<file path="config.mk">
export PLATFORM = sky130hd
export DESIGN_NAME = pcm_lock_and_silence_monitor
export DESIGN_NICKNAME = d
export VERILOG_FILES = /design/src/pcmls_pkg.sv /design/src/pcm_lock_and_silence_monitor.sv /design/src/pcmls_cfg_regs.sv /design/src/pcmls_core.sv
export SDC_FILE = /design/constraint.sdc
export NUM_CORES = 1
export LEC_CHECK = 0
export BUFFER_PORTS_ARGS = -buffer_cell sky130_fd_sc_hd__buf_4
export CAP_MARGIN = 40
export CORE_MARGIN = 2
export CORE_UTILIZATION = 48
export CTS_CLUSTER_SIZE = 25
export DETAILED_ROUTE_END_ITERATION = 16
export RECOVER_POWER = 50
export SLEW_MARGIN = 10
export SYNTH_ARGS = -nofsm -noshare
export SYNTH_HDL_FRONTEND = slang
export SYNTH_SLANG_ARGS = --single-unit
</file>
<file path="constraint.sdc">
create_clock -name clk -period 7.75 [get_ports clk]
set_input_delay 1.1625 -clock clk [delete_from_list [all_inputs] [get_ports clk]]
set_output_delay 1.1625 -clock clk [all_outputs]
set_load 0.1 [all_outputs]
</file>
<file path="src/pcmls_pkg.sv">
`timescale 1ns / 1ps
// ----------------------------------------------------------------------------
// pcmls_pkg: shared types and constants
// Field widths, mute codes, register indexes and the structs passed between
// the configuration block, the monitor core and the top level.
// ----------------------------------------------------------------------------
package pcmls_pkg;

  // field and register widths
  localparam int unsigned ThrW   = 20;
  localparam int unsigned DistW  = 3;
  localparam int unsigned LimitW = 16;
  localparam int unsigned HoldW  = 8;
  localparam int unsigned CfgW   = 20;
  localparam int unsigned CfgIdxW = 2;
  localparam int unsigned RateW  = 24;
  localparam int unsigned SecW   = 32;
  localparam int unsigned MuteW  = 2;

  // register indexes
  localparam logic [CfgIdxW-1:0] REG_LOCK_THRESHOLD  = 2'd0;
  localparam logic [CfgIdxW-1:0] REG_DISTINCT_NEEDED = 2'd1;
  localparam logic [CfgIdxW-1:0] REG_SILENT_LIMIT    = 2'd2;
  localparam logic [CfgIdxW-1:0] REG_HOLDOFF_SECONDS = 2'd3;

  // register reset values
  localparam logic [ThrW-1:0]   THR_RESET   = 20'd36000;
  localparam logic [DistW-1:0]  DIST_RESET  = 3'd5;
  localparam logic [LimitW-1:0] LIMIT_RESET = 16'd5000;
  localparam logic [HoldW-1:0]  HOLD_RESET  = 8'd1;

  // mute codes
  localparam logic [MuteW-1:0] MUTE_UNDEF = 2'd0;
  localparam logic [MuteW-1:0] MUTE_OFF   = 2'd1;
  localparam logic [MuteW-1:0] MUTE_ON    = 2'd2;

  // item kinds
  localparam logic MODE_DATA = 1'b0;
  localparam logic MODE_TICK = 1'b1;

  // limits
  localparam logic [RateW-1:0]  RATE_MAX   = {RateW{1'b1}};
  localparam logic [LimitW-1:0] RUN_MAX    = {LimitW{1'b1}};
  localparam logic [DistW-1:0]  CHANGE_CAP = 3'd6;
  localparam logic [7:0]        BYTE_LOW   = 8'd0;
  localparam logic [7:0]        BYTE_HIGH  = 8'd255;

  typedef struct packed {
    logic [ThrW-1:0]   lock_threshold;
    logic [DistW-1:0]  distinct_needed;
    logic [LimitW-1:0] silent_limit;
    logic [HoldW-1:0]  holdoff_seconds;
  } cfg_t;

  typedef struct packed {
    logic       mode;
    logic [7:0] sample_byte;
    logic       buffer_last;
  } item_t;

  typedef struct packed {
    logic             phase_locked;
    logic [MuteW-1:0] mute_state;
    logic             mute_changed;
    logic             buffer_silent;
  } result_t;

endpackage

</file>
<file path="src/pcm_lock_and_silence_monitor.sv">
`timescale 1ns / 1ps
// ----------------------------------------------------------------------------
// pcm_lock_and_silence_monitor: PCM lock and silence monitor
// An input transfer loads the input register; the item moves on to the result
// register, raising out_valid, once the result register is free.
// Throughput: one item per cycle; the input register and result register
// form a two-stage pipeline that stalls only when the result side stalls.
// Reset (synchronous, rst_n low): registers to defaults, all state cleared,
// mute state undefined, both pipeline stages empty.
// ----------------------------------------------------------------------------
module pcm_lock_and_silence_monitor (
  input  logic                           clk,
  input  logic                           rst_n,
  input  logic                           in_valid,
  output logic                           in_stall,
  input  logic                           in_mode,
  input  logic [7:0]                     in_sample_byte,
  input  logic                           in_buffer_last,
  output logic                           out_valid,
  input  logic                           out_stall,
  output logic                           out_phase_locked,
  output logic [pcmls_pkg::MuteW-1:0]    out_mute_state,
  output logic                           out_mute_changed,
  output logic                           out_buffer_silent,
  input  logic                           cfg_we,
  input  logic [pcmls_pkg::CfgIdxW-1:0]  cfg_index,
  input  logic [pcmls_pkg::CfgW-1:0]     cfg_wdata
);
  import pcmls_pkg::*;

  cfg_t    cfg;
  item_t   item_r;
  logic    item_vld_r;
  result_t res, res_r;
  logic    res_vld_r;
  logic    res_free;
  logic    take;

  pcmls_cfg_regs u_cfg (
    .clk       (clk),
    .rst_n     (rst_n),
    .cfg_we    (cfg_we),
    .cfg_index (cfg_index),
    .cfg_wdata (cfg_wdata),
    .cfg       (cfg)
  );

  // flow control
  assign res_free = !res_vld_r || !out_stall;
  assign take     = item_vld_r && res_free;
  assign in_stall = item_vld_r && !res_free;

  // input register
  always_ff @(posedge clk) begin
    if (!rst_n) begin
      item_vld_r <= 1'b0;
    end else if (!in_stall) begin
      item_vld_r <= in_valid;
    end
  end

  always_ff @(posedge clk) begin
    if (in_valid && !in_stall) begin
      item_r.mode        <= in_mode;
      item_r.sample_byte <= in_sample_byte;
      item_r.buffer_last <= in_buffer_last;
    end
  end

  pcmls_core u_core (
    .clk     (clk),
    .rst_n   (rst_n),
    .cfg     (cfg),
    .item_en (take),
    .item    (item_r),
    .res     (res)
  );

  // result register
  always_ff @(posedge clk) begin
    if (!rst_n) begin
      res_vld_r <= 1'b0;
    end else if (res_free) begin
      res_vld_r <= take;
    end
  end

  always_ff @(posedge clk) begin
    if (take) begin
      res_r <= res;
    end
  end

  assign out_valid         = res_vld_r;
  assign out_phase_locked  = res_r.phase_locked;
  assign out_mute_state    = res_r.mute_state;
  assign out_mute_changed  = res_r.mute_changed;
  assign out_buffer_silent = res_r.buffer_silent;

  // a waiting item is handed on whenever the result slot frees
  assert property (@(posedge clk) disable iff (!rst_n)
    (item_vld_r && res_free) |=> res_vld_r)
    else $error("item not moved to result register");

  // input stalls only while both stages hold a transfer
  assert property (@(posedge clk) disable iff (!rst_n)
    in_stall |-> (item_vld_r && res_vld_r && out_stall))
    else $error("input stalled without cause");

  // a result is never marked silent unless locked
  assert property (@(posedge clk) disable iff (!rst_n)
    (out_valid && out_buffer_silent) |-> out_phase_locked)
    else $error("silent buffer reported while unlocked");

endmodule

</file>
<file path="src/pcmls_cfg_regs.sv">
`timescale 1ns / 1ps
// ----------------------------------------------------------------------------
// pcmls_cfg_regs: configuration registers
// Holds the four monitor settings, written through a plain write port.
// ----------------------------------------------------------------------------
module pcmls_cfg_regs (
  input  logic                           clk,
  input  logic                           rst_n,
  input  logic                           cfg_we,
  input  logic [pcmls_pkg::CfgIdxW-1:0]  cfg_index,
  input  logic [pcmls_pkg::CfgW-1:0]     cfg_wdata,
  output pcmls_pkg::cfg_t                cfg
);
  import pcmls_pkg::*;

  cfg_t cfg_r, cfg_nxt;

  // register decode
  always_comb begin
    cfg_nxt = cfg_r;
    if (cfg_we) begin
      unique case (cfg_index)
        REG_LOCK_THRESHOLD:  cfg_nxt.lock_threshold  = cfg_wdata[ThrW-1:0];
        REG_DISTINCT_NEEDED: cfg_nxt.distinct_needed = cfg_wdata[DistW-1:0];
        REG_SILENT_LIMIT:    cfg_nxt.silent_limit    = cfg_wdata[LimitW-1:0];
        REG_HOLDOFF_SECONDS: cfg_nxt.holdoff_seconds = cfg_wdata[HoldW-1:0];
        default:             cfg_nxt = cfg_r;
      endcase
    end
  end

  always_ff @(posedge clk) begin
    if (!rst_n) begin
      cfg_r.lock_threshold  <= THR_RESET;
      cfg_r.distinct_needed <= DIST_RESET;
      cfg_r.silent_limit    <= LIMIT_RESET;
      cfg_r.holdoff_seconds <= HOLD_RESET;
    end else begin
      cfg_r <= cfg_nxt;
    end
  end

  assign cfg = cfg_r;

endmodule

</file>
<file path="src/pcmls_core.sv">
`timescale 1ns / 1ps
// ----------------------------------------------------------------------------
// pcmls_core: lock and silence state
// Holds the monitor state and computes the next state and the result for
// one item in a single pass; state moves on when the item is taken.
// ----------------------------------------------------------------------------
module pcmls_core (
  input  logic                clk,
  input  logic                rst_n,
  input  pcmls_pkg::cfg_t     cfg,
  input  logic                item_en,
  input  pcmls_pkg::item_t    item,
  output pcmls_pkg::result_t  res
);
  import pcmls_pkg::*;

  logic [RateW-1:0]  rate_r, rate_nxt;
  logic              locked_r, locked_nxt;
  logic [7:0]        prior_r, prior_nxt;
  logic [DistW-1:0]  chg_r, chg_nxt;
  logic [LimitW-1:0] run_r, run_nxt;
  logic [MuteW-1:0]  mute_r, mute_nxt;
  logic [SecW-1:0]   sec_r, sec_nxt;
  logic [SecW-1:0]   last_chg_r, last_chg_nxt;
  logic              ever_r, ever_nxt;

  logic              below_cap;
  logic              byte_counts;
  logic [DistW-1:0]  chg_upd;
  logic [LimitW-1:0] run_upd;
  logic              silent;
  logic [MuteW-1:0]  want;
  logic [SecW-1:0]   elapsed;
  logic              allowed;
  logic              changed;
  logic              judged;

  // per-byte change detection and buffer verdict
  always_comb begin
    below_cap   = (chg_r < CHANGE_CAP);
    byte_counts = below_cap && (item.sample_byte != BYTE_LOW) &&
                  (item.sample_byte != BYTE_HIGH) && (item.sample_byte != prior_r);
    chg_upd     = chg_r + {{(DistW-1){1'b0}}, byte_counts};
    judged      = (item.mode == MODE_DATA) && item.buffer_last && locked_r;
    silent      = judged && (chg_upd < cfg.distinct_needed);
    if (!judged)
      run_upd = run_r;
    else if (silent)
      run_upd = (run_r != RUN_MAX) ? run_r + 1'b1 : run_r;
    else
      run_upd = '0;
    want    = (run_upd < cfg.silent_limit) ? MUTE_OFF : MUTE_ON;
    elapsed = sec_r - last_chg_r;
    allowed = !ever_r || (elapsed > {{(SecW-HoldW){1'b0}}, cfg.holdoff_seconds});
    changed = judged && allowed && (want != mute_r);
  end

  // next state
  always_comb begin
    rate_nxt     = rate_r;
    locked_nxt   = locked_r;
    prior_nxt    = prior_r;
    chg_nxt      = chg_r;
    run_nxt      = run_r;
    mute_nxt     = mute_r;
    sec_nxt      = sec_r;
    last_chg_nxt = last_chg_r;
    ever_nxt     = ever_r;
    if (item.mode == MODE_TICK) begin
      locked_nxt = ({2'b00, cfg.lock_threshold} < rate_r[RateW-1:2]);
      rate_nxt   = '0;
      sec_nxt    = sec_r + 1'b1;
    end else begin
      if (rate_r != RATE_MAX) rate_nxt = rate_r + 1'b1;
      chg_nxt = chg_upd;
      if (below_cap) prior_nxt = item.sample_byte;
      run_nxt = run_upd;
      if (changed) begin
        mute_nxt     = want;
        last_chg_nxt = sec_r;
        ever_nxt     = 1'b1;
      end
      if (item.buffer_last) begin
        chg_nxt   = '0;
        prior_nxt = '0;
      end
    end
  end

  // state registers
  always_ff @(posedge clk) begin
    if (!rst_n) begin
      rate_r     <= '0;
      locked_r   <= 1'b0;
      prior_r    <= '0;
      chg_r      <= '0;
      run_r      <= '0;
      mute_r     <= MUTE_UNDEF;
      sec_r      <= '0;
      last_chg_r <= '0;
      ever_r     <= 1'b0;
    end else if (item_en) begin
      rate_r     <= rate_nxt;
      locked_r   <= locked_nxt;
      prior_r    <= prior_nxt;
      chg_r      <= chg_nxt;
      run_r      <= run_nxt;
      mute_r     <= mute_nxt;
      sec_r      <= sec_nxt;
      last_chg_r <= last_chg_nxt;
      ever_r     <= ever_nxt;
    end
  end

  // result for the item being taken
  assign res.phase_locked  = locked_nxt;
  assign res.mute_state    = mute_nxt;
  assign res.mute_changed  = changed;
  assign res.buffer_silent = silent;

  // change counter never passes its cap
  assert property (@(posedge clk) disable iff (!rst_n) chg_r <= CHANGE_CAP)
    else $error("changing byte count above cap");

  // once a mute state is set it never returns to undefined
  assert property (@(posedge clk) disable iff (!rst_n)
    (mute_r != MUTE_UNDEF) |=> (mute_r != MUTE_UNDEF))
    else $error("mute state fell back to undefined");

  // a taken change is recorded as the current second
  assert property (@(posedge clk) disable iff (!rst_n)
    (item_en && changed) |=> (ever_r && (last_chg_r == sec_r)))
    else $error("mute change not recorded");

  // state only moves when an item is taken
  assert property (@(posedge clk) disable iff (!rst_n)
    !item_en |=> ($stable(mute_r) && $stable(sec_r) && $stable(rate_r)))
    else $error("state changed without an item");

endmodule

</file>
==> flow_metrics.env <==
export IMPL_path_delay_family="compound AO/OA/AOI/OAI gates"
export IMPL_synth_async_sr_flop_share_pct=0
export IMPL_cp_required_ns=8.11
export IMPL_cts_tree="done"
export IMPL_wire_per_inst_um=15.3
export IMPL_fin_area_mm2=0.0122
export IMPL_worst_path_buf_inv=1
export IMPL_cts_sinks=183
export IMPL_finalSetupTns_ns=0
export IMPL_clkTransAtPathRegs_ns=0.07
export IMPL_fmax_mhz=178
export IMPL_ctsHoldBuffers=0
export IMPL_ctsResizeCount=0
export IMPL_seq_area_mm2=0.00381
export IMPL_slowest_stage="and3b_2"
export IMPL_cp_max_fo=19
export IMPL_violations="max-capacitance violations, max-slew violations"
export IMPL_drtPass1Iterations=5
export IMPL_die_w_um=156
export IMPL_p_leak_uw=0.00460
export IMPL_skew_ns=0.0143
export IMPL_layout_commonest_cell="nand2_1"
export IMPL_start_util_pct=49.1
export IMPL_fp_dieArea_mm2=0.0244
export IMPL_min_path_type="flop to flop"
export IMPL_yosys_register_bits=183
export IMPL_grt_pass1_wl_um=43800
export IMPL_grt_start_max_net_pins=81
export IMPL_ys_seq_area_share_pct=34.2
export IMPL_grt_overflow_total=0
export IMPL_power_uw=2010
export IMPL_floorplan_io_pins=44
export IMPL_grt_pass1_vias=9092
export IMPL_grt_usage_pct=22.0
export IMPL_clk_latency_ns=0.44
export IMPL_synth_flop_cell="dfxtp_1"
export IMPL_grt_antenna_before_repair=0
export IMPL_fill_cells=2212
export IMPL_syn_nets=1490
export IMPL_htree_levels=4
export IMPL_root_buffer="clkbuf_16"
export IMPL_hold_violations=0
export IMPL_drt_initial_drc_count=483
export IMPL_synth_cell_type_count=75
export IMPL_cts_inserted_buffers=17
export IMPL_rows=55
export IMPL_io_buffers=43
export IMPL_finalSetupViolCount=0
export IMPL_place_area_mm2=0.0117
export IMPL_vias_per_cell=5.56
export IMPL_synth_area_mm2=0.0111
export IMPL_cp_arrival_ns=5.99
export IMPL_peakVddDrop_v=0.000136
export IMPL_cellPowerDensity_mw_per_mm2=164
export IMPL_multi_input_area_mm2=0.00673
export IMPL_drc=0
export IMPL_fin_crit_sh_pct=72.6
export IMPL_rsz0062_at_grt="false"
export IMPL_synth_edf_count=15
export IMPL_worst_slew_pin_transition_ns=2.50
export IMPL_final_cell_mix="nand2_1 (244), dfxtp_1 (168), inv_1 (86)"
export IMPL_cpPeakStageDelay_ns=0.58
export IMPL_finalNetCount=1504
export IMPL_slew_headroom_pct=-66.6
export IMPL_cts_buffer_depth=2
export IMPL_setup_worst_path_end_class="flop"
export IMPL_dp_hpwl_um=19300
export IMPL_layout_drive_gt1_share_pct=6.86
export IMPL_path_cells="xor2_1 -> nor4_1 -> a21oi_1 -> ha_1 -> ha_1 -> ha_1 -> a21o_1 -> a21oi_1 -> nor2_1 -> a21oi_1 -> ha_1 -> a21o_1 -> a21o_1 -> a21oi_1 -> o211ai_1 -> a221oi_1 -> o41a_1 -> o22ai_1 -> and3b_2 -> buf_12 -> mux2i_1"
export IMPL_num_antenna_cells=0
export IMPL_vias=9366
export IMPL_post_cts_setup_buffers=0
export IMPL_dieHeight_um=156
export IMPL_max_cap_viol_count=2
export IMPL_worstSetupPathType="flop to flop"
export IMPL_coreArea_mm2=0.0227
export IMPL_finalWorstSetupSlack_ns=2.13
export IMPL_startpoint_type="flop"
export IMPL_place_ws_ns=2.20
export IMPL_final_max_slew_viol_count=102
export IMPL_routed_wl_um=25700
export IMPL_ys_warn_count=0
export IMPL_syn_avg_cell_area_um2=8.12
export IMPL_outcome="complete, but fails checks"
export IMPL_gp_congestion=0.859
export IMPL_synthCells=1372
export IMPL_final_core_util_pct=53.8
export IMPL_finalCriticalPeriod_ns=5.62
export IMPL_antenna_left=0
export IMPL_area_growth_pct=9.60
[sequential cells by signal, summed over array words and instances, names as in the netlist]
name / count
item_r: 10
u_core.sec_r: 32
u_core.locked_r: 1
u_core.last_chg_r: 32
out_buffer_silent: 1
u_cfg.cfg: 47
u_core.run_r: 16
out_mute_state: 2
u_core.prior_r: 8
out_phase_locked: 1
out_mute_changed: 1
u_core.rate_r: 24
u_core.mute_r: 2
u_core.ever_r: 1
out_valid: 1
u_core.chg_r: 3
item_vld_r: 1
[where the power goes]
| group | total, µW | internal, µW | leakage, µW | switching, µW |
|---|---|---|---|---|
| Combinational | 125 | 49.0 | 0.00281 | 75.5 |
| Clock | 899 | 476 | 0.000288 | 423 |
| Sequential | 982 | 969 | 0.00150 | 12.7 |
| Total | 2010 | 1490 | 0.00460 | 511 |
[per-stage QoR]
| stage | hold slack [ns] | cells |
|---|---|---|
| after CTS | 0.461 | 1684 |
| after global placement | 0.442 | 1646 |
| after detailed placement | 0.446 | 1652 |
| final | 0.456 | 1684 |
| after global routing | 0.478 | 1684 |
| after floorplan | 0.435 | 1372 |
[cell usage after synthesis (all sizes together) (13+ instances only)]
| cell type | count | area (µm²) |
|---|---|---|
| and3 | 19 | 120 |
| or3 | 21 | 131 |
| mux2i | 41 | 410 |
| nand2 | 244 | 916 |
| nand2b | 13 | 81.3 |
| nor2b | 24 | 150 |
| dfxtp | 168 | 3360 |
| a21o | 20 | 151 |
| nor3 | 17 | 85.1 |
| o211ai | 19 | 143 |
| and2 | 28 | 175 |
| o21ai | 56 | 280 |
| clkbuf | 47 | 176 |
| nor2 | 68 | 255 |
| edfxtp | 15 | 450 |
| nand4 | 38 | 244 |
| ha | 80 | 1000 |
| inv | 86 | 323 |
| xor2 | 22 | 193 |
| a21boi | 59 | 443 |
| nand3 | 39 | 195 |
| a21oi | 79 | 407 |
| xnor2 | 46 | 403 |
[layer usage]
metal	global-route usage (%)	wire, µm	vias up
met5	0	0	-
met3	3.99	841	39
met2	38.3	12400	156
li1	-	-	4817
met4	6.12	514	0
met1	27.8	12000	4354
[worst min-delay path: stages (launching register included)]
cell and delay [ns]:
dfxtp_1 0.31, nand2_1 0.05, mux2i_1 0.05
[final timing paths]
kind	startpoint	to	slack (ns)	depth (start not counted)
hold / removal	u_core.last_chg_r[14]$_SDFFE_PN0P_	u_core.last_chg_r[14]$_SDFFE_PN0P_	0.46	2
setup / recovery	item_r[5]$_DFFE_PP_	u_core.last_chg_r[16]$_SDFFE_PN0P_	2.13	21
hold reg to reg	u_core.last_chg_r[14]$_SDFFE_PN0P_	u_core.last_chg_r[14]$_SDFFE_PN0P_	0.46	2
setup reg to reg	item_r[5]$_DFFE_PP_	u_core.last_chg_r[16]$_SDFFE_PN0P_	2.13	21
[area by class of cell]
type / instances / area share [%]
multi-input combinational: 1046 / 55.1
sequential: 183 / 31.2
clock buffer: 18 / 3.69
timing repair buffer: 52 / 3.14
tap: 285 / 2.92
inverter: 86 / 2.64
clock inverter: 14 / 1.28
[cells by family after synthesis]
group	share of synthesized area [%]
xor+xnor	5.35
fa+ha+maj	9.16
simple gates	24.8
compound gates	17.2
flops	34.2
buf+inv	5.44
mux	3.89
Note: power is estimated with default switching activity, not from simulation.
